===== src/dfe_pkg.sv =====
package dfe_pkg;

    localparam int BYTE_W      = 8;
    localparam int POS_W       = 6;
    localparam int CFG_IDX_W   = 8;
    localparam int DELIM_LEN   = 2;

    localparam logic [CFG_IDX_W-1:0] REG_START_FIRST  = 8'd0;
    localparam logic [CFG_IDX_W-1:0] REG_START_SECOND = 8'd1;
    localparam logic [CFG_IDX_W-1:0] REG_STOP_FIRST   = 8'd2;
    localparam logic [CFG_IDX_W-1:0] REG_STOP_SECOND  = 8'd3;

    localparam logic [BYTE_W-1:0] RST_START_FIRST  = 8'h07;
    localparam logic [BYTE_W-1:0] RST_START_SECOND = 8'hF0;
    localparam logic [BYTE_W-1:0] RST_STOP_FIRST   = 8'h07;
    localparam logic [BYTE_W-1:0] RST_STOP_SECOND  = 8'h0F;

    // per-cell control: load a new byte, or take the upper neighbor's byte
    typedef struct packed {
        logic load;
        logic shift;
    } cell_ctl_t;

endpackage


===== src/dfe_cell.sv =====
module dfe_cell
(
    input  logic                      clk,
    input  dfe_pkg::cell_ctl_t        ctl,
    input  logic [dfe_pkg::BYTE_W-1:0] load_data,
    input  logic [dfe_pkg::BYTE_W-1:0] shift_in,
    output logic [dfe_pkg::BYTE_W-1:0] q
);

    logic [dfe_pkg::BYTE_W-1:0] byte_reg;
    logic [dfe_pkg::BYTE_W-1:0] byte_next;

    always_comb
    begin
        priority if (ctl.load)
        begin
            byte_next = load_data;
        end
        else if (ctl.shift)
        begin
            byte_next = shift_in;
        end
        else
        begin
            byte_next = byte_reg;
        end
    end

    always_ff @(posedge clk)
    begin
        byte_reg <= byte_next;
    end

    assign q = byte_reg;

endmodule


===== src/delimited_frame_extractor_core.sv =====
// Delimited frame extractor.
// s_* : input byte stream, one byte per beat in s_tdata.
// m_* : frame output, one beat per frame byte, start delimiter first;
//       m_tdata holds the byte and its position in the frame, m_tlast marks
//       the final stop delimiter byte.
// cfg_* : register writes (start/stop delimiter bytes), always ready.
// While hunting or buffering, a byte is taken every cycle. The byte that
// completes the stop pair starts emission of the whole frame: it sets the emit
// flag, and the output register then loads from cell 0, one beat per cycle
// unless the receiver stalls, with the cell row shifting one byte toward cell 0
// per beat. The input is held off during emission and is ready again in the
// cycle after the last beat is loaded into the output register.
// A receiver stall (m_tready low) holds the output beat and freezes the row.
// Frames that would exceed MAX_FRAME bytes are dropped silently.
// Reset: hunting, no frame buffered, delimiter registers at their defaults;
// there is no clearing pass, input is accepted as soon as reset is released.
module delimited_frame_extractor_core
#(
    parameter int MAX_FRAME = 32
)
(
    input  logic        clk,
    input  logic        rst_n,
    input  logic        s_tvalid,
    output logic        s_tready,
    input  logic [7:0]  s_tdata,     // [7:0] data_byte
    output logic        m_tvalid,
    input  logic        m_tready,
    output logic [15:0] m_tdata,     // [7:0] frame_byte, [13:8] byte_position, [15:14] 0
    output logic        m_tlast,     // last_in_frame
    input  logic        cfg_valid,
    output logic        cfg_ready,
    input  logic [7:0]  cfg_index,
    input  logic [7:0]  cfg_data
);

    localparam int CNT_W = $clog2(MAX_FRAME + 1);
    localparam int BW    = dfe_pkg::BYTE_W;

    logic [BW-1:0] start_first_reg, start_second_reg, stop_first_reg, stop_second_reg;

    logic [CNT_W-1:0] count_reg, count_next;
    logic             inside_reg, inside_next;
    logic [BW-1:0]    prev_reg, prev_next;
    logic             prev_valid_reg, prev_valid_next;
    logic             emit_reg, emit_next;
    logic [CNT_W-1:0] len_reg, len_next;
    logic [CNT_W-1:0] pos_reg, pos_next;

    logic             out_valid_reg, out_valid_next;
    logic [BW-1:0]    out_byte_reg, out_byte_next;
    logic [dfe_pkg::POS_W-1:0] out_pos_reg, out_pos_next;
    logic             out_last_reg, out_last_next;

    logic [BW-1:0] cell_q [MAX_FRAME];
    dfe_pkg::cell_ctl_t cell_ctl [MAX_FRAME];
    logic [BW-1:0] cell_ld [MAX_FRAME];

    logic in_acc, out_free, step, step_last;
    logic hunt, start_hit, append, stop_hit, overflow;
    logic [BW-1:0] b;

    assign b        = s_tdata;
    assign s_tready = !emit_reg;
    assign in_acc   = s_tvalid && s_tready;
    assign out_free = !out_valid_reg || m_tready;
    assign step     = emit_reg && out_free;
    assign step_last = (CNT_W'(pos_reg + 1'b1) == len_reg);

    assign overflow  = inside_reg && (count_reg == CNT_W'(MAX_FRAME));
    assign hunt      = in_acc && (!inside_reg || overflow);
    assign start_hit = hunt && prev_valid_reg && (prev_reg == start_first_reg)
                       && (b == start_second_reg);
    assign append    = in_acc && inside_reg && !overflow;
    assign stop_hit  = append && prev_valid_reg && (prev_reg == stop_first_reg)
                       && (b == stop_second_reg);

    always_comb
    begin
        count_next      = count_reg;
        inside_next     = inside_reg;
        prev_next       = prev_reg;
        prev_valid_next = prev_valid_reg;
        emit_next       = emit_reg;
        len_next        = len_reg;
        pos_next        = pos_reg;
        if (hunt)
        begin
            if (start_hit)
            begin
                count_next      = CNT_W'(dfe_pkg::DELIM_LEN);
                inside_next     = 1'b1;
                prev_valid_next = 1'b0;
            end
            else
            begin
                count_next      = '0;
                inside_next     = 1'b0;
                prev_next       = b;
                prev_valid_next = 1'b1;
            end
        end
        else if (append)
        begin
            if (stop_hit)
            begin
                emit_next       = 1'b1;
                len_next        = CNT_W'(count_reg + 1'b1);
                pos_next        = '0;
                inside_next     = 1'b0;
                count_next      = '0;
                prev_valid_next = 1'b0;
            end
            else
            begin
                count_next      = CNT_W'(count_reg + 1'b1);
                prev_next       = b;
                prev_valid_next = 1'b1;
            end
        end
        if (step)
        begin
            pos_next = CNT_W'(pos_reg + 1'b1);
            if (step_last)
            begin
                emit_next = 1'b0;
            end
        end
    end

    // output register: reloads from cell 0 on each emission step
    always_comb
    begin
        out_valid_next = out_valid_reg;
        out_byte_next  = out_byte_reg;
        out_pos_next   = out_pos_reg;
        out_last_next  = out_last_reg;
        if (step)
        begin
            out_valid_next = 1'b1;
            out_byte_next  = cell_q[0];
            out_pos_next   = dfe_pkg::POS_W'(pos_reg);
            out_last_next  = step_last;
        end
        else if (m_tready)
        begin
            out_valid_next = 1'b0;
        end
    end

    genvar gi;
    generate
        for (gi = 0; gi < MAX_FRAME; gi++)
        begin : g_cell
            logic [BW-1:0] up;
            if (gi == MAX_FRAME - 1)
            begin : g_top
                assign up = cell_q[gi];
            end
            else
            begin : g_mid
                assign up = cell_q[gi+1];
            end

            always_comb
            begin
                cell_ctl[gi].shift = step;
                cell_ctl[gi].load  = append && (count_reg == CNT_W'(gi));
                cell_ld[gi]        = b;
                if (gi == 0)
                begin
                    cell_ctl[gi].load = cell_ctl[gi].load || start_hit;
                    if (start_hit)
                    begin
                        cell_ld[gi] = start_first_reg;
                    end
                end
                else if (gi == 1)
                begin
                    cell_ctl[gi].load = cell_ctl[gi].load || start_hit;
                    if (start_hit)
                    begin
                        cell_ld[gi] = start_second_reg;
                    end
                end
            end

            dfe_cell u_cell
            (
                .clk       (clk),
                .ctl       (cell_ctl[gi]),
                .load_data (cell_ld[gi]),
                .shift_in  (up),
                .q         (cell_q[gi])
            );
        end
    endgenerate

    always_ff @(posedge clk or negedge rst_n)
    begin
        if (!rst_n)
        begin
            start_first_reg  <= dfe_pkg::RST_START_FIRST;
            start_second_reg <= dfe_pkg::RST_START_SECOND;
            stop_first_reg   <= dfe_pkg::RST_STOP_FIRST;
            stop_second_reg  <= dfe_pkg::RST_STOP_SECOND;
        end
        else if (cfg_valid)
        begin
            unique case (cfg_index)
                dfe_pkg::REG_START_FIRST:  start_first_reg  <= cfg_data;
                dfe_pkg::REG_START_SECOND: start_second_reg <= cfg_data;
                dfe_pkg::REG_STOP_FIRST:   stop_first_reg   <= cfg_data;
                dfe_pkg::REG_STOP_SECOND:  stop_second_reg  <= cfg_data;
                default: ;
            endcase
        end
    end

    always_ff @(posedge clk or negedge rst_n)
    begin
        if (!rst_n)
        begin
            count_reg      <= '0;
            inside_reg     <= 1'b0;
            prev_reg       <= '0;
            prev_valid_reg <= 1'b0;
            emit_reg       <= 1'b0;
            len_reg        <= '0;
            pos_reg        <= '0;
            out_valid_reg  <= 1'b0;
        end
        else
        begin
            count_reg      <= count_next;
            inside_reg     <= inside_next;
            prev_reg       <= prev_next;
            prev_valid_reg <= prev_valid_next;
            emit_reg       <= emit_next;
            len_reg        <= len_next;
            pos_reg        <= pos_next;
            out_valid_reg  <= out_valid_next;
        end
    end

    always_ff @(posedge clk)
    begin
        out_byte_reg <= out_byte_next;
        out_pos_reg  <= out_pos_next;
        out_last_reg <= out_last_next;
    end

    assign cfg_ready = 1'b1;
    assign m_tvalid  = out_valid_reg;
    assign m_tdata   = {2'b00, out_pos_reg, out_byte_reg};
    assign m_tlast   = out_last_reg;

endmodule


===== config.mk =====
export PLATFORM = sky130hd
export DESIGN_NAME = delimited_frame_extractor_core
export DESIGN_NICKNAME = d
export VERILOG_FILES = /design/src/dfe_pkg.sv /design/src/dfe_cell.sv /design/src/delimited_frame_extractor_core.sv
export SDC_FILE = /design/constraint.sdc
export NUM_CORES = 1
export LEC_CHECK = 0
export BUFFER_PORTS_ARGS = -buffer_cell sky130_fd_sc_hd__buf_2
export CAP_MARGIN = 5
export CORE_MARGIN = 4
export CORE_UTILIZATION = 40
export CTS_CLUSTER_DIAMETER = 80
export DETAILED_ROUTE_END_ITERATION = 12
export PLACE_DENSITY = 0.59
export SYNTH_ARGS = -nofsm -noshare
export SYNTH_HDL_FRONTEND = slang
export SYNTH_HIERARCHICAL = 1
export SYNTH_SLANG_ARGS = --single-unit

===== constraint.sdc =====
create_clock -name clk -period 3.81 [get_ports clk]
set_input_delay 0 -clock clk [delete_from_list [all_inputs] [get_ports clk]]
set_output_delay 0 -clock clk [all_outputs]
set_load 0.02 [all_outputs]

==> results.py <==
metrics = {
    "status": {
        "status": "completed",
    },
    "clock_tree": {
        "cts_tree": "done",
        "clk_latency_ps": 520,
        "cts_inserted_buffers": 36,
        "clockBufferDepth": 3,
        "path_clk_slew_ps": 60,
        "cts.sinks": 333,
        "cts_setup_buffers": 0,
        "clockRootBuffer": "clkbuf_16",
        "cts_max_level": 2,
    },
    "worst_hold_path": {
        "min_from": "s_tvalid",
        "hold_depth": 4,
        "hold_class": "in -> reg",
        "min_to": "count_reg[5]",
    },
    "global_routing": {
        "first_global_vias": 8070,
        "overflow": 0,
        "antenna_found_initial": 2,
        "grt_max_degree": 51,
        "grt_use_total_pct": 14.51,
        "grt_pass1_wl_um": 48950,
    },
    "worst_setup_path": {
        "worstRegToRegCells": 8,
        "crit_top_cell": "nand2_1",
        "end_kind": "register",
        "regToRegSetupSlack_ps": 270,
        "r2r_start": "count_reg[0]",
        "crit_path_start_kind": "register",
        "cp_cell_sequence": "inv_1, ha_1, nand2_1, o41a_1, and2_1, nand2_1, nor2_1, or2_1",
        "worst_r2r_endpoint": "g_cell[27].u_cell/q[0]",
        "cpPeakStageDelay_ps": 930,
        "cp.arrival_ps": 3710,
        "path_max_fanout": 9,
        "cp_top_family": "simple AND/OR/NAND/NOR gates",
        "crit_buf_inv": 1,
        "cpMaxStageDelayCell": "nor2_1",
        "crit_type": "reg -> reg",
        "cp.required_ps": 3980,
    },
    "routing": {
        "drc": 0,
        "firstDrtPassIters": 5,
        "wl_per_cell_um": 20.97,
        "viasPerCell": 5.044,
        "drt_iter0_drc": 438,
        "dr_total_vias": 7677,
        "wl_met1_um": 14850,
        "wl_met2_um": 15000,
        "antenna_left": 0,
        "top_layer_used": "met4",
        "met3_length_um": 1502,
        "drt_wl_total_um": 31910,
    },
    "sta": {
        "finalCritPeriodShare_pct": 92.87,
        "slew_violations": 0,
        "finalSetupViolCount": 0,
        "max_slew_margin_pct": 26.17,
        "rsz0062_at_grt": "no",
        "min_period_ps": 3538,
        "clock_skew_ps": 12.35,
        "fin_ws_ps": 271.5,
        "max_freq_ghz": 0.2826,
        "tns_ps": 0,
        "timing.final.hold_violations": 0,
        "max_slew.worst_pin.slew_ps": 1106,
    },
    "die": {
        "rows": 72,
        "core-area_um2": 39100,
        "ios": 49,
        "die_w_um": 207.9,
        "die-area_um2": 43210,
        "initial_core_util_pct": 40.87,
        "fp.dieH_um": 207.9,
    },
    "layout": {
        "num_antenna_cells": 0,
        "layout_commonest_cell": "edfxtp_1",
        "final_cell_mix": "271 x edfxtp_1, 256 x mux2_4, 50 x mux2_2",
        "syn_to_final_growth_pct": 11.27,
        "drive_gt1_share_pct": 43.33,
        "nFillCells": 3410,
        "nets": 1016,
        "largest_register_ffs": 256,
        "postLayoutCellArea_um2": 17780,
    },
    "yosys": {
        "syn_area_um2": 15980,
        "syn_area_per_cell_um2": 17.33,
        "synth-seq-area-share_pct": 60.74,
        "async_flop_share_pct": 18.62,
        "synth-edff-count": 271,
        "synthCells": 922,
        "yosysUniqueCellTypes": 44,
        "synth-seq-cells": 333,
        "yosysWarnings": 6,
        "synthFlopType": "edfxtp_1",
    },
    "placed_design": {
        "port_buffers": 45,
        "dp_hpwl_um": 19650,
        "place.gp.congestion": 0.7926,
        "post_dp_cell_area_um2": 16520,
        "dp_slack_ps": 253.7,
    },
    "power_and_ir_drop": {
        "ir_worst_vdd_mv": 0.2641,
        "p_leak_nw": 6.684,
        "power_density_nw_per_um2": 666.9,
    },
    "job": {
        "maxCapViolCount": 0,
    },
}
-- worst max path at each step --
stage                       from                      to  slack (ps)  cells after the start
floorplan           count_reg[0]   g_cell[0].u_cell/q[0]         710                     10
global placement    count_reg[0]   g_cell[0].u_cell/q[1]         360                      8
detailed placement  count_reg[0]   g_cell[0].u_cell/q[5]         250                      8
CTS                 count_reg[0]   g_cell[0].u_cell/q[5]         250                      8
global route        count_reg[0]   g_cell[4].u_cell/q[0]          50                      8
finish              count_reg[0]  g_cell[27].u_cell/q[0]         270                      8
-- area by class of cell --
| type | instances | area, um2 | share of cell area, % |
|---|---|---|---|
| well taps | 518 | 648.1 | 3.645 |
| multi-input cells | 532 | 5798 | 32.61 |
| repair buffers | 73 | 462.9 | 2.604 |
| clock inverters | 18 | 187.7 | 1.056 |
| clock buffers | 42 | 954.7 | 5.369 |
| flip-flops and latches | 333 | 9707 | 54.59 |
| inverters | 6 | 22.52 | 0.1267 |
-- cells in the mapped netlist (9+ instances only) --
master / instances / share of area (%)
or2_1: 32 / 1.3
xnor2_1: 30 / 1.6
clkbuf_1: 12 / 0.28
o21ai_0: 9 / 0.28
buf_6: 33 / 2.3
mux2_4: 256 / 24
xor2_1: 15 / 0.82
nand2_1: 32 / 0.75
mux2_2: 50 / 3.5
nand3_1: 14 / 0.44
edfxtp_1: 271 / 51
nor2_1: 41 / 0.96
dfstp_2: 14 / 2.3
dfrtp_1: 48 / 7.5
-- tightest hold or removal path, cell delays in order --
cell	delay, ps
buf_2	120
nand2_1	220
nand2_1	130
nand2_1	40
-- report_power, final --
group | internal [mW] | total (mW) | switching, mW | leakage (nW)
Combinational | 1.38 | 2.55 | 1.17 | 2.86
Sequential | 5.41 | 5.86 | 0.455 | 3.27
Clock | 2.05 | 3.45 | 1.39 | 0.557
Total | 8.84 | 11.9 | 3.02 | 6.68
-- metal layers --
metal  global-route usage [%]  vias up
li1                         -     3539
met1                    19.91     3949
met2                    23.88      147
met3                    3.113       42
met4                    3.262        0
met5                        0        -
-- cells by family after synthesis --
family	after synthesis	synth area share [%]
flops	333	60.74
mux	306	27.58
simple gates	147	4.721
buf+inv	58	3.022
xor+xnor	45	2.466
compound gates	26	1.033
fa+ha+maj	5	0.3915
other cells	2	0.04700
-- metrics by stage --
step           hold WS, ps  std cells  util [%]  power [mW]
6_report             37.25       1522     45.48       11.86
5_1_grt              80.27       1522     45.48       12.40
4_1_cts              7.636       1522     45.47       11.97
3_5_place_dp         231.1       1451     42.27       8.466
3_3_place_gp         230.5       1451     42.27       8.431
2_1_floorplan       -295.6        923         -       7.760
-- repair_timing --
item                                    4_1_cts  5_1_grt
hold buffers                                 11        0
hold endpoints to repair                     67        0
endpoints found under the setup margin        0        8
gates resized for setup                       0        1
Note: power is estimated with default switching activity, not from simulation.
